## config.mk

```make
export PLATFORM = sky130hd
export DESIGN_NAME = etsf_isqrt
export DESIGN_NICKNAME = d
export VERILOG_FILES = /design/src/rtl/core/etsf_isqrt.sv
export SDC_FILE = /design/constraint.sdc
export NUM_CORES = 2
export LEC_CHECK = 0
export BUFFER_PORTS_ARGS = -buffer_cell sky130_fd_sc_hd__buf_4
export CORE_ASPECT_RATIO = 1.75
export CORE_MARGIN = 3
export CORE_UTILIZATION = 45
export DETAILED_ROUTE_END_ITERATION = 10
export PLACE_DENSITY = 0.64
export SYNTH_ARGS = -nofsm -noshare
export SYNTH_HDL_FRONTEND = slang
export SYNTH_SLANG_ARGS = --single-unit
```

## constraint.sdc

```tcl
create_clock -name clk -period 3.35 [get_ports clk]
set_input_delay 1.005 -clock clk [delete_from_list [all_inputs] [get_ports clk]]
set_output_delay 1.005 -clock clk [all_outputs]
set_load 0.005 [all_outputs]
```

## src/rtl/core/etsf_isqrt.sv

```systemverilog
`default_nettype none
// Integer square root, one result bit per register stage.
module etsf_isqrt #(
  parameter int AW = 52
) (
  input  wire logic            clk,
  input  wire logic            rst,
  input  wire logic            en,
  input  wire logic            in_vld,
  input  wire logic [AW-1:0]   arg,
  output logic                 out_vld,
  output logic [AW/2-1:0]      root
);

  localparam int RW = AW / 2;

  logic          sv   [1:RW];
  logic [RW:0]   srem [1:RW];
  logic [RW-1:0] sroot[1:RW];
  logic [AW-1:0] sa   [1:RW];

  for (genvar i = 0; i < RW; i++) begin : g_stage
    logic          vi;
    logic [RW:0]   remi;
    logic [RW-1:0] rooti;
    logic [AW-1:0] ai;
    logic [RW+2:0] remsh, trial, diff;
    logic          take;

    if (i == 0) begin : g_first
      assign vi = in_vld; assign remi = '0; assign rooti = '0; assign ai = arg;
    end else begin : g_rest
      assign vi = sv[i]; assign remi = srem[i]; assign rooti = sroot[i]; assign ai = sa[i];
    end

    // try appending a one bit to the root
    assign remsh = {remi, ai[AW-1:AW-2]};
    assign trial = {1'b0, rooti, 2'b01};
    assign take  = remsh >= trial;
    assign diff  = remsh - trial;

    always_ff @(posedge clk) begin
      if (rst) sv[i+1] <= 1'b0;
      else if (en) sv[i+1] <= vi;
      if (en) begin
        srem[i+1]  <= take ? diff[RW:0] : remsh[RW:0];
        sroot[i+1] <= {rooti[RW-2:0], take};
        sa[i+1]    <= ai << 2;
      end
    end
  end

  assign out_vld = sv[RW];
  assign root    = sroot[RW];

endmodule
`default_nettype wire

```

# After elaboration in Yosys (flattened, before gate mapping)

Memories as Yosys holds them, arrays and structs flattened.
Cells that the tools add are included.

Register bits: 0
Memory bits (writable): 2704
Input port bits: 56
Output and inout port bits: 27
Word-level logic and storage cells: 140
Memories kept: 4

Memories:

| memory | words | bits a word | rd ports | clocked after memory_dff | write ports | line | RTL |
|---|---|---|---|---|---|---|---|
| sa     | 26    | 50          | 25       | 0                        | 26          | 20   | `logic [AW-1:0] sa [1:RW];` |
| srem   | 26    | 27          | 25       | 0                        | 26          | 18   | `logic [RW:0] srem [1:RW];` |
| sroot  | 26    | 26          | 26       | 0                        | 26          | 19   | `logic [RW-1:0] sroot[1:RW];` |
| sv     | 26    | 1           | 26       | 0                        | 26          | 17   | `logic sv [1:RW];` |

$add $sub $neg: 26
Order comparisons: 26
Mux-type cells: 58
Bitwise operators: 26

Operators by type and width:

| cell                                                                                | number |
|---|---|
| 29-bit by 28-bit greater-or-equal comparator with 1-bit output                      | 25 |
| 27-bit two-way mux                                                                  | 26 |
| 27-bit subtractor                                                                   | 25 |
| 1-bit two-way mux                                                                   | 32 |
| 1-bit bitwise OR                                                                    | 26 |
| 2-bit by 1-bit subtractor with 3-bit output, second input constant                  | 1 |
| 2-bit by 1-bit greater-or-equal comparator with 1-bit output, second input constant | 1 |

# Depth between registers and ports, before layout

Depth after elaboration: 4
Mapped depth: 14
Gate-level depth less buffers: 13

# Worst setup path after synthesis

Ideal clock, no wire load.

Path type: reg-to-reg
From: reg, netlist name srem[5][88]
To: reg, netlist name srem[6][10]
Setup time: 0.270 ns
Arrival time: 3.109 ns
Data required time: 3.080 ns
Path slack: -0.029 ns
Stages on the path, launching flop included: 13
Path buffers: 4
Period minus slack after synthesis: 3.379 ns
Cells stage by stage: edfxtp_1 > ha_1 > clkbuf_1 > and3_1 > nand2_1 > o311ai_1 > a31oi_1 > o21ai_0 > a211o_1 > clkbuf_1 > clkbuf_1 > clkbuf_1 > a21oi_1

==> results.json <==
{
  "status": "finished, violations left",
  "violations": "setup timing",
  "cts_max_level": 4,
  "p_seq_share_pct": 48.3,
  "end_kind": "flop",
  "rsz0062_at_grt": "true",
  "nets": 6824,
  "async_flop_share_pct": 0,
  "dp_cells": 8432,
  "cts_max_path_buffers": 4,
  "grtUsageTotal_pct": 18.4,
  "cts_sinks": 1665,
  "synth_cells": 5867,
  "hold_class": "in -> reg",
  "layout_common_cells": "edfxtp_1, inv_1, buf_4, a21oi_1, ha_1",
  "synth_edf_count": 1665,
  "timing.hold.ws_ns": 0.367,
  "grt_pass1_wl_mm": 254,
  "crit_path_frequent_cell": "or3_4",
  "fin_cells": 8725,
  "ios": 83,
  "cp.arrival_ns": 3.94,
  "vias": 47014,
  "fin_skew_ns": 0.0661,
  "max_slew_margin_pct": 41.9,
  "syn2layout_area_growth_pct": 15.2,
  "tightest_slew_ns": 0.861,
  "first_pass_iters": 6,
  "reg2regPathDepth": 10,
  "postCtsHoldBufs": 0,
  "io_buffers": 82,
  "start_util_pct": 45.3,
  "cap_violations": 0,
  "core_area_sq_um": 170000,
  "clkTransAtPathRegs_ns": 0.07,
  "root_buffer": "clkbuf_16",
  "vias_per_cell": 5.39,
  "p_int_mw": 41.8,
  "pwr-share-comb_pct": 20.7,
  "netSwitchingFraction_pct": 27.3,
  "grt_pass1_vias": 48888,
  "die-width_microns": 318,
  "p_per_area_nw_per_um2": 649,
  "fmax_ghz": 0.294,
  "grt_max_degree": 94,
  "synth_flop_cell": "edfxtp_1",
  "timing.rr.start": "srem[1][62]",
  "hold_depth": 1,
  "power_frac_clock_pct": 31.0,
  "ys_seq_elements": 1665,
  "p_sw_mw": 15.7,
  "synth_fp_nets": 6302,
  "crit_type": "reg -> reg",
  "ant_nets": 0,
  "worstPathCellList": "or4_4 > or3_4 > or4_4 > or3_4 > or3_4 > nor3_4 > inv_2 > nand3_4 > nor4_4 > xor2_1",
  "drv_slew": 0,
  "min_to": "sa[0][51]",
  "fin_crit_sh_pct": 101,
  "power.leakage_nw": 34.3,
  "cts_tree": "done",
  "layout-drive-gt1-share_pct": 13.0,
  "cpMaxStageDelayCell": "or4_4",
  "r2r_end": "srem[1][104]",
  "ys_types": 80,
  "r2r_slack_ns": -0.05,
  "synth-seq-area-share_pct": 65.1,
  "avgSynthCellArea_sq_um": 13.1,
  "synth_area_sq_um": 76800,
  "hp-start": "arg[1]",
  "antenna_found_initial": 1,
  "path_max_fanout": 5,
  "grt-ovfl-total": 0,
  "fin_crit_ns": 3.40,
  "rows": 200,
  "irDropWorstVdd_v": 0.000526,
  "totalWireLength_mm": 166,
  "cts_buffers": 162,
  "max_stage_delay_ns": 0.55,
  "dieArea_sq_um": 176000,
  "post_drt_wl_per_cell_microns": 19.0,
  "critPathRequiredTime_ns": 3.89,
  "die_h_microns": 553,
  "crit_path_start_kind": "flop",
  "clk_latency_ns": 0.80,
  "hpwl_mm": 125,
  "finalHoldViolations": 0,
  "remaining_drc_errors": 0,
  "drt_iter0_drc": 2468,
  "final_common_cell": "edfxtp_1",
  "layout_setup_ws_ns": -0.0498,
  "gp_congestion": 0.965,
  "setup_viol": 8,
  "ys_warn_count": 0
}
==> power groups by stage <==
stage | logic (mW) | registers, mW | clock network [mW]
4_1_cts | 11.8 | 27.7 | 18.4
3_3_place_gp | 11.5 | 28.1 | 0
5_1_grt | 13.1 | 28.0 | 19.2
3_5_place_dp | 11.7 | 28.2 | 0
6_report | 11.9 | 27.7 | 17.8
2_1_floorplan | 7.80 | 27.5 | 0
==> kinds of logic after synthesis <==
group	Yosys count	synth area share [%]
adders and majority gates	379	6.17
buffers and inverters	565	2.77
and+or+nand+nor	1530	9.98
DFF	1665	65.1
other	1	0.00488
xor gates and xnor gates	528	6.02
AOI/OAI and AO/OA	1136	9.05
muxes	63	0.914
==> layer usage <==
| metal | track usage (%) | routed length [microns] | vias up |
|---|---|---|---|
| met5 | 0 | 0 | - |
| met4 | 13.6 | 13800 | 0 |
| met3 | 2.05 | 4310 | 590 |
| met2 | 39.1 | 99300 | 966 |
| met1 | 14.3 | 48200 | 22730 |
| li1 | - | - | 22728 |
==> metrics by stage <==
stage               utilization [%]  worst slack, ns  area [sq um]  setup TNS [ns]  power [mW]
floorplan                         -           0.0452         76800               0        35.3
global placement               48.9           -0.236         82900           -7.41        39.6
detailed placement             48.9           -0.321         82900           -8.39        39.9
CTS                            51.9         0.000991         88100               0        57.9
global route                   52.2           -0.148         88500           -1.94        60.2
finish                         52.2          -0.0498         88500          -0.285        57.5
==> how the worst max path moves through the flow <==
| stage | start | endpoint | slack [ns] | cells past startpoint |
|---|---|---|---|---|
| global placement | srem[4][101] | srem[5][19] | -0.24 | 8 |
| CTS | srem[1][62] | srem[1][104] | 0.001 | 10 |
| finish | srem[1][62] | srem[1][104] | -0.05 | 10 |
| global route | srem[1][62] | srem[1][104] | -0.15 | 10 |
| detailed placement | srem[6][4] | srem[6][53] | -0.32 | 12 |
| floorplan | srem[1][62] | srem[1][104] | 0.05 | 10 |
==> state kept, by name (all words and copies together) (netlist names) <==
name   flops
sa       650
srem     638
sroot    351
sv        26
==> synth_stat cells (62+ instances only) <==
library cell,n,area (sq um)
nand2b_1,65,407
o21ai_0,279,1400
inv_1,468,1760
a21o_1,147,1100
xnor2_1,281,2460
nor2b_1,62,388
nand2_1,352,1320
nand3_1,107,536
nor2_1,369,1390
o21a_1,63,473
nand4_1,71,444
xor2_1,247,2160
a21oi_1,386,1930
nor4_1,82,513
edfxtp_1,1665,50000
ha_1,379,4740
nor3_1,157,786
clkbuf_1,87,327
==> worst max-delay path, delay by kind of cell (launching register included) <==
family / cells / cell delay, ns
simple gates: 8 / 2.51
xor+xnor: 1 / 0.15
flops: 1 / 0.39
buf+inv: 1 / 0.09
==> final cells by class <==
type                       count  area (sq um)
tap                         2222          2780
sequential                  1665         50000
timing repair buffer         454          3770
antenna                        1          2.50
inverter                     469          1760
multi-input combinational   3637         25100
clock inverter                83           822
fill                       14286         81200
clock buffer                 194          4280
==> what timing repair did <==
action                     CTS  global route
pin swaps                    4             9
setup endpoints to repair   60           106
resized for setup           14            55
buffers inserted             3            13
(Power assumes the default switching activity.)
