$ cat src/rtl/core/etsf_phase.sv
`default_nettype none
// Count modulo counts-per-rev, then scaled to a table phase.
// Both divisions by the constant use a floor reciprocal and one correction.
module etsf_phase #(
  parameter int CPR = 1999,
  parameter int TB  = 16
) (
  input  wire logic              clk,
  input  wire logic              rst,
  input  wire logic              en,
  input  wire logic              in_vld,
  input  wire logic signed [31:0] count,
  output logic                   out_vld,
  output logic [TB-1:0]          phase
);

  localparam int CW  = $clog2(CPR);
  localparam int MW  = 33 - CW;
  localparam int MPW = TB + 33 - CW;
  localparam logic [MW-1:0]  RECIP   = MW'((64'd1 << 32) / CPR);
  localparam logic [MPW-1:0] RECIP_P = MPW'((64'd1 << (TB + 32)) / CPR);
  localparam logic [CW:0]    CPR_K   = (CW+1)'(CPR);
  localparam longint         OFF_L   = (CPR - ((64'd1 << 31) % CPR)) % CPR;
  localparam logic [CW:0]    OFF_K   = (CW+1)'(OFF_L);

  logic              v1, v2, v3, v4;
  logic [31:0]       u1;
  logic [31+MW:0]    qm1;
  logic [CW-1:0]     ru2, r3, r4;
  logic [CW+MPW-1:0] pp4;

  // stage 2 remainder of the offset count
  logic [MW-1:0]   q0_2;
  logic [MW+CW:0]  qc2;
  logic [32:0]     rem2;
  logic [CW:0]     rlo2;
  logic [CW-1:0]   ru2_next;
  assign q0_2 = qm1[31+MW:32];
  assign qc2  = q0_2 * CPR_K;
  assign rem2 = {1'b0, u1} - qc2[32:0];
  assign rlo2 = rem2[CW:0];
  assign ru2_next = (rlo2 >= CPR_K) ? CW'(rlo2 - CPR_K) : rlo2[CW-1:0];

  // stage 3 undo the 2^31 offset
  logic [CW:0]   s3;
  logic [CW-1:0] r3_next;
  assign s3 = {1'b0, ru2} + OFF_K;
  assign r3_next = (s3 >= CPR_K) ? CW'(s3 - CPR_K) : s3[CW-1:0];

  // stage 5 phase quotient with correction
  logic [CW+MPW-33:0] q5;
  logic [CW+MPW:0]    qc5;
  logic [CW+TB:0]     rem5;
  logic [CW+MPW-33:0] p5;
  assign q5   = pp4[CW+MPW-1:32];
  assign qc5  = q5 * CPR_K;
  assign rem5 = {1'b0, r4, {TB{1'b0}}} - qc5[CW+TB:0];
  assign p5   = q5 + (CW+MPW-32)'(rem5 >= (CW+TB+1)'(CPR));

  // count offset to unsigned, reciprocal multiplies, remainders
  always_ff @(posedge clk) begin
    if (rst) begin
      v1 <= 1'b0; v2 <= 1'b0; v3 <= 1'b0; v4 <= 1'b0; out_vld <= 1'b0;
    end else if (en) begin
      v1 <= in_vld; v2 <= v1; v3 <= v2; v4 <= v3; out_vld <= v4;
    end
    if (en) begin
      u1    <= {~count[31], count[30:0]};
      qm1   <= {~count[31], count[30:0]} * RECIP;
      ru2   <= ru2_next;
      r3    <= r3_next;
      r4    <= r3;
      pp4   <= r3 * RECIP_P;
      phase <= p5[TB-1:0];
    end
  end

endmodule
`default_nettype wire

$ cat config.mk
export PLATFORM = sky130hd
export DESIGN_NAME = etsf_phase
export DESIGN_NICKNAME = d
export VERILOG_FILES = /design/src/rtl/core/etsf_phase.sv
export SDC_FILE = /design/constraint.sdc
export NUM_CORES = 1
export LEC_CHECK = 0
export BUFFER_PORTS_ARGS = -buffer_cell sky130_fd_sc_hd__clkbuf_2
export CAP_MARGIN = 20
export CORE_MARGIN = 10
export CORE_UTILIZATION = 50
export DETAILED_ROUTE_END_ITERATION = 8
export HOLD_SLACK_MARGIN = 0.03
export PLACE_DENSITY_LB_ADDON = 0.08
export REMOVE_ABC_BUFFERS = 1
export SYNTH_ARGS = -nofsm -noshare
export SYNTH_HDL_FRONTEND = slang
export SYNTH_SLANG_ARGS = --single-unit
$ cat constraint.sdc
create_clock -name clk -period 10.4 [get_ports clk]
set_clock_uncertainty 0.1 [all_clocks]
set_input_delay 0.52 -clock clk [delete_from_list [all_inputs] [get_ports clk]]
set_output_delay 0.52 -clock clk [all_outputs]
set_load 0.02 [all_outputs]
Yosys cells after proc, flatten, opt, wreduce, memory -nomap -nowiden:

Cells that the tools add are included.

* register bits: 169
* logic and storage cells: 28

* multipliers: 4
* bitwise gates (word level): 1
* add/sub/neg operators: 6
* $lt $le $gt $ge: 3
* muxes and demuxes: 2

Operators with widths (count)
* $mul A32 B22 Y54 const B: 1
* $mul A11 B38 Y49 const B: 1
* $ge A28 B11 Y1 const B: 1
* $mul A17 B11 Y28 const B: 1
* $sub A27 B28 Y28: 1
* $ge A12 B11 Y1 const B: 2
* $mul A22 B11 Y12 const B: 1
* $mux W11: 2
* $sub A11 B11 Y11 const B: 2
* $add A16 B1 Y16: 1
* $add A11 B7 Y12 const B: 1
* $sub A12 B12 Y12: 1
* $not A1 Y1: 1

Logic depth before layout (Yosys ltp):

Gate-level depths: netlist of run 1.

* depth after elaboration: 4
* mapped depth: 29
* depth with buffers taken out: 28

Worst setup path after synthesis of run 1:

OpenSTA, ideal clock, no wires.

* kind: register to register
* start point: register pp4[41]
* end point: register phase[14], data pin
* buffers on the path: 1
* setup slack: 3.646 ns
* data arrival time: 6.385 ns
* setup time: 0.269 ns
* stages on the path, launching flop included: 29
* required time: 10.031 ns
* cell sequence: edfxtp_1 inv_1 fa_1 fa_1 inv_1 fa_1 inv_1 fa_1 inv_1 fa_1 inv_1 ha_1 buf_2 nand2_1 o22ai_1 a2111oi_0 nand4_1 nor4_1 o221ai_1 a2111oi_0 nand3_1 a2111oi_2 nand4_1 ha_1 nand2_1 nor2_1 and3_1 nand4_1 xnor2_1

* cells in the longest elaborated chain, start to end: 4

Ends and longest elaborated chain
* from (decl): line 30 `logic [CW+MPW-1:0] pp4;`
* from (signal assigned): line 73 `pp4 <= r3 * RECIP_P;`
* $mul A17 B11 Y28: line 56 `assign qc5 = q5 * CPR_K;`
* $sub A27 B28 Y28: line 57 `assign rem5 = {1'b0, r4, {TB{1'b0}}} - qc5[CW+TB:0];`
* $ge A28 B11 Y1: line 58 `assign p5 = q5 + (CW+MPW-32)'(rem5 >= (CW+TB+1)'(CPR));`
* $add A16 B1 Y16 *: line 58
* via p5[14]: line 54 `logic [CW+MPW-33:0] p5;`
* to (signal assigned): line 74 `phase <= p5[TB-1:0];`
* to (decl): line 14 `output logic [TB-1:0] phase`

Mark *: on every way through the listed nets, which the timed path passes. The rest lies on a longest branch.
A chain may end at the register's enable or synchronous reset.

Worst setup path in the final report of run 1:

* start point: register pp4[44]
* end point: register phase[12], data pin

Same word-level chain as after synthesis.

==> qor_table.md, run 1 <==
| Step | Parameter | This run |
|:---|:---|:---|
| status | Outcome | complete, no violations |
| synth | Post-synthesis sequential area ratio | 11.4% |
| route | DR DRC count | 0 |
| grt | Wire length of the first global-routing pass | 94,800 um |
| critical path | Worst EP arrival | 7.65 ns |
| placement | Final weighted congestion in routability-driven placement | 0.896 |
| finish | Antenna diode count | 0 |
| cts | Max clock buf depth | 2 |
| critical path | CP startpoint kind | flip-flop |
| critical path | Capture point of the worst reg-to-reg path | phase[12] |
| synth | Synth async-reset ratio | 0% |
| route | Via Count | 15,811 |
| sta | Upper clock frequency limit | 131 MHz |
| critical path | Number of logic stages on the critical path including buffering | 28 |
| finish | Fraction of final layout cells sized beyond drive strength 1 | 3.82% |
| critical path | Count of buffer and inverter cells on the critical path | 6 |
| route | Ratio of routed vias to standard cells | 5.10 |
| critical path | R2r startpoint | pp4[44] |
| grt | Pin count of the biggest net entering global routing | 70 |
| placement | HPWL Detailed | 51,600 um |
| route | DR pass1 iterations | 5 |
| finish | Post-layout net count | 3,415 |
| route | Residual antenna-violating net count after detailed routing | 0 |
| critical path | Cell with the largest stage delay on the worst path | sky130_fd_sc_hd__edfxtp_1 |
| sta | Slew HR | 30.7% |
| cts | Number of levels in the clock H-tree | 3 |
| critical path | Top cell family by delay on the critical path | adder cells |
| finish | Leading cell types in the layout, fill and taps excluded | sky130_fd_sc_hd__inv_1 (695), sky130_fd_sc_hd__ha_1 (505), sky130_fd_sc_hd__fa_1 (442), sky130_fd_sc_hd__edfxtp_1 (90), sky130_fd_sc_hd__nor2_1 (80) |
| die | Number of top-level pins | 53 |
| cts | CTS tree | yes |
| cts | Post-CTS Setup Inserts | 0 |
| sta | Setup-failing EPs final | 0 |
| cts | Number of CTS-inserted buffers | 9 |
| sta | Final worst path period need | 7.65 ns |
| synth | Most used DFF post-synth | sky130_fd_sc_hd__edfxtp_1 |
| sta | Transition time of the tightest slew-check pin | 1.03 ns |
| cts | Master cell of the clock root buffer | sky130_fd_sc_hd__clkbuf_16 |
| die | Die width | 242 um |
| die | Number of rows in the core area | 81 |
| critical path | Setup slack, reg-to-reg | 2.75 ns |
| finish | Most common cell after layout, fill and taps aside | sky130_fd_sc_hd__inv_1 |
| die | Floorplan Core Area | 0.0488 mm^2 |
| synth | Number of different library cells in the post-synthesis netlist | 73 |
| cts | CTS resizes | 0 |
| sta | RSZ-0062 raised after global routing | no |
| cts | Number of sinks on the clock net | 95 |
| critical path | Largest incremental delay on the critical path | 0.64 ns |
| die | Die area | 0.0586 mm^2 |
| cts | Hold Buf Count CTS | 0 |
| synth | Number of register bits inferred by synthesis | 95 |
| sta | Final hold vios | 0 |
| grt | Sum of overflow across all layers after global routing | 0 |
| critical path | Data required time of the worst path | 10.40 ns |
| grt | All-layer global routing usage | 20.5% |
| route | Number of design-rule violations left by the first detailed-router iteration | 590 |
| synth | Gate count after technology mapping | 2,373 |
| sta | Period Utilization, post-route | 73.5% |
| sta | Max Slew Vio Count | 0 |
| die | Starting density of the core | 50.4% |
| route | Final Routed Wirelength | 57,800 um |
| grt | Initial antenna violation count | 0 |
| sta | Final sum of negative setup slack | 0 ns |
| synth | Synthesized area per cell | 10.4 um^2 |
| die | Height of the die | 242 um |
| critical path | Critical Path Fanout Max | 10 |
| run | Max capacitance violation total | 0 |
| worst hold path | Class of the worst hold path | primary input to flip-flop |
| critical path | Endpoint of the most critical setup path | phase[12] |
| cts | Clock-pin slew on the worst setup and hold paths | 0.07 ns |
| critical path | Startpoint of the most critical setup path | pp4[44] |
| grt | Vias in the first global route | 17,400 |
| critical path | Worst Path Class, Setup | flip-flop to flip-flop |
| cts | Clk Latency, worst-skew pair | 0.38 ns |
| synth | EDFF count, synth | 90 |
| route | Routed WL per cell | 18.7 um |
| finish | Area growth from synthesis to layout | 5.61% |
| critical path | Most Frequent Cell on Critical Path | sky130_fd_sc_hd__inv_1 |
| synth | Number of synthesis warnings | 0 |
| placement | IO Port Bufs | 52 |
| worst hold path | Hold path depth | 2 |
| critical path | Capturing element type of the critical path | flip-flop |
| critical path | FF-to-FF path depth | 28 |
| synth | Post-synthesis instance area | 0.0246 mm^2 |
stage by stage:
step	instances	cell area, um^2	hold WS (ns)	utilization, %	setup WS, ns
2_1_floorplan	2366	24600	0.360	-	3.66
3_3_place_gp	3085	25700	0.375	52.6	2.87
3_5_place_dp	3085	25700	0.391	52.6	2.73
4_1_cts	3101	26000	0.271	53.3	2.68
5_1_grt	3101	26000	0.285	53.3	2.24
6_report	3101	26000	0.292	53.3	2.75
synth_stat cells (all sizes together), types with 5 or more instances:
cell,n,area (um^2)
inv,695,2610
ha,505,6320
fa,442,8850
edfxtp,90,2700
nor2,80,300
xnor2,79,692
a21oi,59,295
nand2,56,210
o21ai,48,240
xor2,32,280
nand3,29,155
a21o,24,181
nor3,17,85.1
nand2b,14,87.6
nor2b,14,87.6
a211oi,13,103
o21a,13,97.6
a31oi,12,75.1
nand4,12,75.1
and3,11,68.8
o31ai,9,67.6
mux2i,8,80.1
o211ai,8,60.1
a41oi,7,68.8
or2,6,37.5
or3,6,37.5
a2111oi,5,56.3
and2,5,31.3
dfxtp,5,100
o2111ai,5,43.8
cell families after synthesis:
kind of cell    after synthesis  synth area share (%)
simple gates                268                  5.36
mux                           9                 0.371
xor+xnor                    111                  3.95
fa+ha+maj                   949                  61.6
compound gates              239                  6.57
flops                        95                  11.4
buf+inv                     702                  10.7
registers in the layout, summed over array words and instances (netlist names):
| name | cells |
|---|---|
| out_vld | 1 |
| v1 | 1 |
| v2 | 1 |
| r3 | 11 |
| r4 | 11 |
| u1 | 12 |
| qm1 | 12 |
| phase | 16 |
| ru2 | 11 |
| pp4 | 17 |
| v4 | 1 |
| v3 | 1 |
area by class of cell:
type                       instances  area [um^2]
timing repair buffer              55          285
inverter                         695         2610
multi-input combinational       1576        19200
clock buffer                      12          278
sequential                        95         2800
clock inverter                     4         26.3
tap                              664          831
fill                            4437        22800
how the worst min path moves through the flow:
stage | slack [ns] | to | startpoint
after floorplan | 0.36 | v1 | v1
after global placement | 0.38 | v3 | v3
after detailed placement | 0.39 | v2 | v2
after CTS | 0.27 | out_vld | rst
after global routing | 0.28 | v3 | rst
final | 0.29 | out_vld | rst
per-layer routing:
layer  vias to the layer above  wire (um)  track usage, %
li1                       7627          -               -
met1                      7912      26100            26.8
met2                       230      28900            35.6
met3                        42       1920            2.72
met4                         0        958            4.18
met5                         -          0               0
worst register-to-register path: cells and delay by family (launching register included):
family,cells,cell delay [ns]
fa+ha+maj,7,3.27
simple gates,9,1.51
compound gates,5,1.33
flops,1,0.64
buf+inv,6,0.46
xor+xnor,1,0.07
Power of run 1 is not shown: default switching activity piles up to over one toggle a cycle in this logic, so the estimate is an artifact.
==> run 2, diff against run 1 <==
clock period = 6.5 ns   (was 10.4 ns; I/O delays follow)
==> qor_table.md, run 2 (same netlist as run 1, synthesis figures left out) <==
| Step | Parameter | This run | vs previous |
|:---|:---|:---|:---|
| critical path | Capture point of the worst reg-to-reg path | phase[14] | was phase[12] |
| critical path | Data required time of the worst path | 6.53 ns | was 10.40 ns |
| die | Height of the die | 242 um | unchanged |
| cts | Max clock buf depth | 2 | unchanged |
| run | Max capacitance violation total | 0 | unchanged |
| placement | HPWL Detailed | 54,900 um | was 51,600 um |
| die | Die width | 242 um | unchanged |
| worst hold path | Min-Delay Endpoint | out_vld | unchanged |
| critical path | Worst Path Class, Setup | flip-flop to flip-flop | unchanged |
| cts | Number of sinks on the clock net | 95 | unchanged |
| grt | Initial antenna violation count | 3 | was 0 |
| critical path | Critical Path Fanout Max | 5 | was 10 |
| route | Final Routed Wirelength | 60,700 um | was 57,800 um |
| placement | IO Port Bufs | 52 | unchanged |
| grt | Wire length of the first global-routing pass | 99,000 um | was 94,800 um |
| route | DR top layer | met5 | was met4 |
| cts | Master cell of the clock root buffer | sky130_fd_sc_hd__clkbuf_16 | unchanged |
| sta | Setup-failing EPs final | 0 | unchanged |
| sta | RSZ-0062 raised after global routing | yes | was no |
| critical path | Setup slack, reg-to-reg | 0.008 ns | was 2.75 ns |
| cts | Number of CTS-inserted buffers | 9 | unchanged |
| route | Metal1 wirelength | 26,700 um | was 26,100 um |
| route | Via Count | 17,179 | was 15,811 |
| grt | Pin count of the biggest net entering global routing | 69 | was 70 |
| cts | Clock-pin slew on the worst setup and hold paths | 0.08 ns | was 0.07 ns |
| sta | Upper clock frequency limit | 154 MHz | was 131 MHz |
| worst hold path | Hold path depth | 2 | unchanged |
| sta | Transition time of the tightest slew-check pin | 0.948 ns | was 1.03 ns |
| grt | Vias in the first global route | 18,917 | was 17,400 |
| sta | Period Utilization, post-route | 99.9% | was 73.5% |
| route | Number of design-rule violations left by the first detailed-router iteration | 705 | was 590 |
| finish | Max FFs per register | 17 | unchanged |
| route | DR WL met3 | 2650 um | was 1920 um |
| sta | Slew HR | 36.8% | was 30.7% |
| die | Number of rows in the core area | 81 | unchanged |
| route | Residual antenna-violating net count after detailed routing | 0 | unchanged |
| sta | Max Slew Vio Count | 0 | unchanged |
| sta | Final hold vios | 0 | unchanged |
| finish | Most flop-heavy register | pp4 | unchanged |
| finish | Fraction of final layout cells sized beyond drive strength 1 | 17.8% | was 3.82% |
| critical path | Capturing element type of the critical path | flip-flop | unchanged |
| grt | Sum of overflow across all layers after global routing | 0 | unchanged |
| sta | Final worst path period need | 6.49 ns | was 7.65 ns |
| route | DR pass1 iterations | 4 | was 5 |
| die | Number of top-level pins | 53 | unchanged |
| critical path | CP startpoint kind | flip-flop | unchanged |
| finish | Leading cell types in the layout, fill and taps excluded | sky130_fd_sc_hd__inv_1 (671), sky130_fd_sc_hd__ha_1 (488), sky130_fd_sc_hd__fa_1 (436), sky130_fd_sc_hd__buf_4 (296), sky130_fd_sc_hd__edfxtp_1 (90) | was sky130_fd_sc_hd__inv_1 (695), sky130_fd_sc_hd__ha_1 (505), sky130_fd_sc_hd__fa_1 (442), sky130_fd_sc_hd__edfxtp_1 (90), sky130_fd_sc_hd__nor2_1 (80) |
| finish | Post-layout net count | 3,722 | was 3,415 |
| die | Floorplan Core Area | 0.0488 mm^2 | unchanged |
| critical path | FF-to-FF path depth | 26 | was 28 |
| route | DR DRC count | 0 | unchanged |
| die | Starting density of the core | 50.4% | unchanged |
| critical path | Worst EP arrival | 6.53 ns | was 7.65 ns |
| route | Routed WL per cell | 17.8 um | was 18.7 um |
| grt | All-layer global routing usage | 21.4% | was 20.5% |
| cts | Number of levels in the clock H-tree | 3 | unchanged |
| worst hold path | Class of the worst hold path | primary input to flip-flop | unchanged |
| cts | CTS tree | yes | unchanged |
| worst hold path | Startpoint of the most critical hold path | rst | unchanged |
| status | Outcome | complete, no violations | unchanged |
| finish | Most common cell after layout, fill and taps aside | sky130_fd_sc_hd__inv_1 | unchanged |
| route | Routed length on met2 | 29,300 um | was 28,900 um |
| finish | Fillers | 4,252 | was 4,437 |
| placement | Final weighted congestion in routability-driven placement | 0.943 | was 0.896 |
| finish | Area growth from synthesis to layout | 17.2% | was 5.61% |
| die | Die area | 0.0586 mm^2 | unchanged |
| sta | Post-layout worst setup margin | 0.00836 ns | was 2.75 ns |
| critical path | R2r startpoint | pp4[35] | was pp4[44] |
| route | Ratio of routed vias to standard cells | 5.04 | was 5.10 |
| cts | Hold Buf Count CTS | 0 | unchanged |
| finish | Registers with the most flip-flops | pp4 (17), phase (16) | unchanged |
| cts | Clk Latency, worst-skew pair | 0.38 ns | about the same |
| placement | Minimum setup slack after placement | -0.617 ns | was 2.73 ns |
==> run 2: final cells by class <==
cell class	instances	area [um^2]	area share [%]
diodes	1	2.50	0.00867
clock buffers	10	229	0.793
clock inverters	6	51.3	0.178
inverters	695	2620	9.06
multi-input cells	1576	19700	68.1
flip-flops and latches	95	2800	9.71
well taps	664	831	2.88
repair buffers	362	2680	9.27
==> run 2: routing by layer <==
layer / GRT usage (%) / vias to the layer above
met4: 6.75 / 4
li1: - / 8245
met5: 0 / -
met3: 4.03 / 92
met1: 27.3 / 8548
met2: 36.3 / 290
==> run 2: through the flow <==
| stage | area, um^2 | utilization [%] | hold slack, ns | TNS, ns | instances |
|---|---|---|---|---|---|
| floorplan | 24600 | - | 0.297 | -0.856 | 2366 |
| global placement | 27800 | 57.0 | 0.372 | -6.03 | 3365 |
| detailed placement | 27800 | 57.0 | 0.396 | -7.15 | 3365 |
| CTS | 28400 | 58.2 | 0.0648 | -0.0996 | 3394 |
| global route | 28900 | 59.1 | 0.0833 | -1.60 | 3408 |
| finish | 28900 | 59.1 | 0.0769 | 0 | 3409 |
==> run 2: worst max-delay path by stage <==
stage                 start   endpoint  slack, ns  cells after the start
floorplan           pp4[41]  phase[14]      -0.24                     27
global placement    pp4[41]  phase[14]      -0.54                     27
detailed placement  pp4[42]  phase[14]      -0.62                     25
CTS                 pp4[42]  phase[14]      -0.05                     29
global route        pp4[36]  phase[14]      -0.22                     26
finish              pp4[35]  phase[14]      0.008                     26
==> run 2: worst max-delay path, cell delays in order (launching register included) <==
cell and delay (ns):
sky130_fd_sc_hd__edfxtp_1 0.45, sky130_fd_sc_hd__buf_4 0.20, sky130_fd_sc_hd__fa_1 0.50, sky130_fd_sc_hd__inv_1 0.07
sky130_fd_sc_hd__fa_1 0.52, sky130_fd_sc_hd__fa_1 0.45, sky130_fd_sc_hd__fa_1 0.55, sky130_fd_sc_hd__inv_1 0.05
sky130_fd_sc_hd__fa_1 0.53, sky130_fd_sc_hd__inv_1 0.04, sky130_fd_sc_hd__ha_1 0.33, sky130_fd_sc_hd__buf_4 0.16
sky130_fd_sc_hd__nand2_1 0.09, sky130_fd_sc_hd__nor3_2 0.05, sky130_fd_sc_hd__o41ai_2 0.08, sky130_fd_sc_hd__nand3_2 0.18
sky130_fd_sc_hd__nand3_2 0.14, sky130_fd_sc_hd__a31oi_4 0.09, sky130_fd_sc_hd__or3_4 0.40, sky130_fd_sc_hd__a2111oi_4 0.29
sky130_fd_sc_hd__nand4_1 0.25, sky130_fd_sc_hd__ha_2 0.26, sky130_fd_sc_hd__nand2_2 0.07, sky130_fd_sc_hd__nor2_2 0.05
sky130_fd_sc_hd__and3_4 0.17, sky130_fd_sc_hd__nand4_1 0.10, sky130_fd_sc_hd__xnor2_1 0.07
==> run 2: what timing repair did <==
item                                    in CTS  in global routing
gates cloned                                 0                  0
endpoints found under the setup margin      16                 28
pin swaps                                   64                 29
resized for setup                           57                 67
setup buffers                               13                 14
Power of run 2 is left out for the same reason.
==> run 3, diff against run 2 <==
CTS_CLUSTER_SIZE = 10   (was default)
PLACE_DENSITY = 0.67   (was default)
PLACE_DENSITY_LB_ADDON = default   (was 0.08)
==> qor_table.md, run 3 (same netlist as run 1, synthesis figures left out) <==
| Step | Parameter | This run | vs previous |
|:---|:---|:---|:---|
| die | Number of top-level pins | 53 | unchanged |
| sta | Upper clock frequency limit | 154 MHz | about the same |
| finish | Fillers | 4,170 | was 4,252 |
| route | Final Routed Wirelength | 59,300 um | was 60,700 um |
| finish | Max FFs per register | 17 | unchanged |
| die | Die width | 242 um | unchanged |
| critical path | Worst Path Class, Setup | flip-flop to flip-flop | unchanged |
| placement | HPWL Detailed | 52,700 um | was 54,900 um |
| critical path | Cell with the largest stage delay on the worst path | sky130_fd_sc_hd__fa_1 | unchanged |
| critical path | Startpoint of the most critical setup path | pp4[43] | was pp4[35] |
| placement | IO Port Bufs | 52 | unchanged |
| grt | Initial antenna violation count | 0 | was 3 |
| worst hold path | Class of the worst hold path | primary input to flip-flop | unchanged |
| sta | Period Utilization, post-route | 99.7% | was 99.9% |
| grt | Pin count of the biggest net entering global routing | 55 | was 69 |
| sta | Setup-failing EPs final | 0 | unchanged |
| critical path | Largest incremental delay on the critical path | 0.55 ns | about the same |
| sta | Final hold vios | 0 | unchanged |
| finish | Fraction of final layout cells sized beyond drive strength 1 | 16.6% | was 17.8% |
| grt | Sum of overflow across all layers after global routing | 0 | unchanged |
| grt | Vias in the first global route | 19,030 | was 18,917 |
| grt | Wire length of the first global-routing pass | 97,900 um | was 99,000 um |
| critical path | Capturing element type of the critical path | flip-flop | unchanged |
| finish | Registers with the most flip-flops | pp4 (17), phase (16) | unchanged |
| critical path | Critical Path Fanout Max | 4 | was 5 |
| die | Number of rows in the core area | 81 | unchanged |
| route | Via Count | 17,143 | was 17,179 |
| die | Height of the die | 242 um | unchanged |
| route | Ratio of routed vias to standard cells | 5.11 | was 5.04 |
| finish | Most common cell after layout, fill and taps aside | sky130_fd_sc_hd__inv_1 | unchanged |
| route | Residual antenna-violating net count after detailed routing | 0 | unchanged |
| cts | Number of CTS-inserted buffers | 9 | unchanged |
| critical path | Most Frequent Cell on Critical Path | sky130_fd_sc_hd__inv_2 | was sky130_fd_sc_hd__fa_1 |
| route | DR pass1 iterations | 5 | was 4 |
| cts | Hold Buf Count CTS | 0 | unchanged |
| placement | Final weighted congestion in routability-driven placement | 0.980 | was 0.943 |
| placement | Total placed instance area | 0.0275 mm^2 | was 0.0278 mm^2 |
| cts | CTS tree | yes | unchanged |
| cts | Number of sinks on the clock net | 95 | unchanged |
| die | Die area | 0.0586 mm^2 | unchanged |
| cts | Master cell of the clock root buffer | sky130_fd_sc_hd__clkbuf_16 | unchanged |
| sta | Slew HR | 48.0% | was 36.8% |
| finish | Area growth from synthesis to layout | 15.7% | was 17.2% |
| sta | RSZ-0062 raised after global routing | yes | unchanged |
| worst hold path | Startpoint of the most critical hold path | rst | unchanged |
| sta | Max Slew Vio Count | 0 | unchanged |
| finish | Leading cell types in the layout, fill and taps excluded | sky130_fd_sc_hd__inv_1 (664), sky130_fd_sc_hd__ha_1 (485), sky130_fd_sc_hd__fa_1 (438), sky130_fd_sc_hd__buf_4 (249), sky130_fd_sc_hd__edfxtp_1 (90) | was sky130_fd_sc_hd__inv_1 (671), sky130_fd_sc_hd__ha_1 (488), sky130_fd_sc_hd__fa_1 (436), sky130_fd_sc_hd__buf_4 (296), sky130_fd_sc_hd__edfxtp_1 (90) |
| cts | Number of levels in the clock H-tree | 3 | unchanged |
| critical path | CP startpoint kind | flip-flop | unchanged |
| cts | Max clock buf depth | 2 | unchanged |
| die | Floorplan Core Area | 0.0488 mm^2 | unchanged |
| die | Starting density of the core | 50.4% | unchanged |
| cts | Clock-pin slew on the worst setup and hold paths | 0.08 ns | about the same |
| critical path | Data required time of the worst path | 6.54 ns | was 6.53 ns |
| route | Number of design-rule violations left by the first detailed-router iteration | 662 | was 705 |
| grt | All-layer global routing usage | 20.9% | was 21.4% |
| sta | Transition time of the tightest slew-check pin | 0.779 ns | was 0.948 ns |
| finish | Most flop-heavy register | pp4 | unchanged |
| cts | Clk Latency, worst-skew pair | 0.38 ns | about the same |
| finish | Post-layout net count | 3,670 | was 3,722 |
| status | Outcome | complete, no violations | unchanged |
| critical path | Worst EP arrival | 6.52 ns | was 6.53 ns |
| route | DR DRC count | 0 | unchanged |
| route | Routed WL per cell | 17.7 um | was 17.8 um |
| finish | Final std cell area, no fill | 0.0285 mm^2 | was 0.0289 mm^2 |
| sta | Final worst path period need | 6.48 ns | was 6.49 ns |
| critical path | R2r startpoint | pp4[43] | was pp4[35] |
| run | Max capacitance violation total | 0 | unchanged |
| finish | Antenna diode count | 0 | was 1 |
[run 3: cell types whose count changed in the layout (fill, tap and decap cells not counted), sizes merged]
cell / before / now
inv: 697 / 699
buf: 311 / 259
clkinvlp: 1 / 0
clkbuf: 61 / 60
diode: 1 / 0
[run 3: layout make-up]
cell class | instances | area [um^2] | share of cell area, %
inverters | 695 | 2610 | 9.15
well taps | 664 | 831 | 2.91
flip-flops and latches | 95 | 2800 | 9.83
repair buffers | 310 | 2250 | 7.88
clock inverters | 7 | 83.8 | 0.294
clock buffers | 9 | 225 | 0.790
multi-input cells | 1576 | 19700 | 69.1
[run 3: what timing repair did]
item,in CTS,in global routing
setup endpoints to repair,16,27
pin swaps,33,51
gates resized for setup,37,90
buffers inserted,8,18
hold endpoints to repair,0,0
[run 3: worst max-delay path: cells and delay by family, from the launching register on]
kind	cells	cell delay, ns
and+or+nand+nor	7	1.15
adders and majority gates	7	2.76
AOI/OAI and AO/OA	6	1.06
buffers and inverters	9	0.69
xor gates and xnor gates	1	0.07
DFF	1	0.42
[run 3: path summary, 6_finish.rpt]
kind / end / slack [ns] / cells past startpoint
setup / recovery: phase[14] / 0.02 / 30
hold / removal: v4 / 0.06 / 2
setup reg to reg: phase[14] / 0.02 / 30
hold reg to reg: out_vld / 0.40 / 2
[run 3: routing by layer]
layer / vias up / share of wire [%] / global-route usage, %
met3: 84 / 3.3 / 2.26
li1: 8139 / - / -
met5: - / 0 / 0
met1: 8604 / 43 / 25.9
met4: 0 / 2.4 / 5.75
met2: 316 / 52 / 37.7
[run 3: per-stage QoR]
step / instances / util, % / setup TNS [ns] / setup slack [ns] / hold WS, ns
3_3_place_gp: 3316 / 56.2 / -4.46 / -0.375 / 0.376
4_1_cts: 3339 / 57.3 / 0 / 0.00278 / 0.0444
2_1_floorplan: 2366 / - / -0.856 / -0.238 / 0.297
5_1_grt: 3356 / 58.4 / -1.40 / -0.228 / 0.0666
3_5_place_dp: 3316 / 56.2 / -6.37 / -0.488 / 0.385
6_report: 3356 / 58.4 / 0 / 0.0225 / 0.0612
Power of run 3 is left out for the same reason.
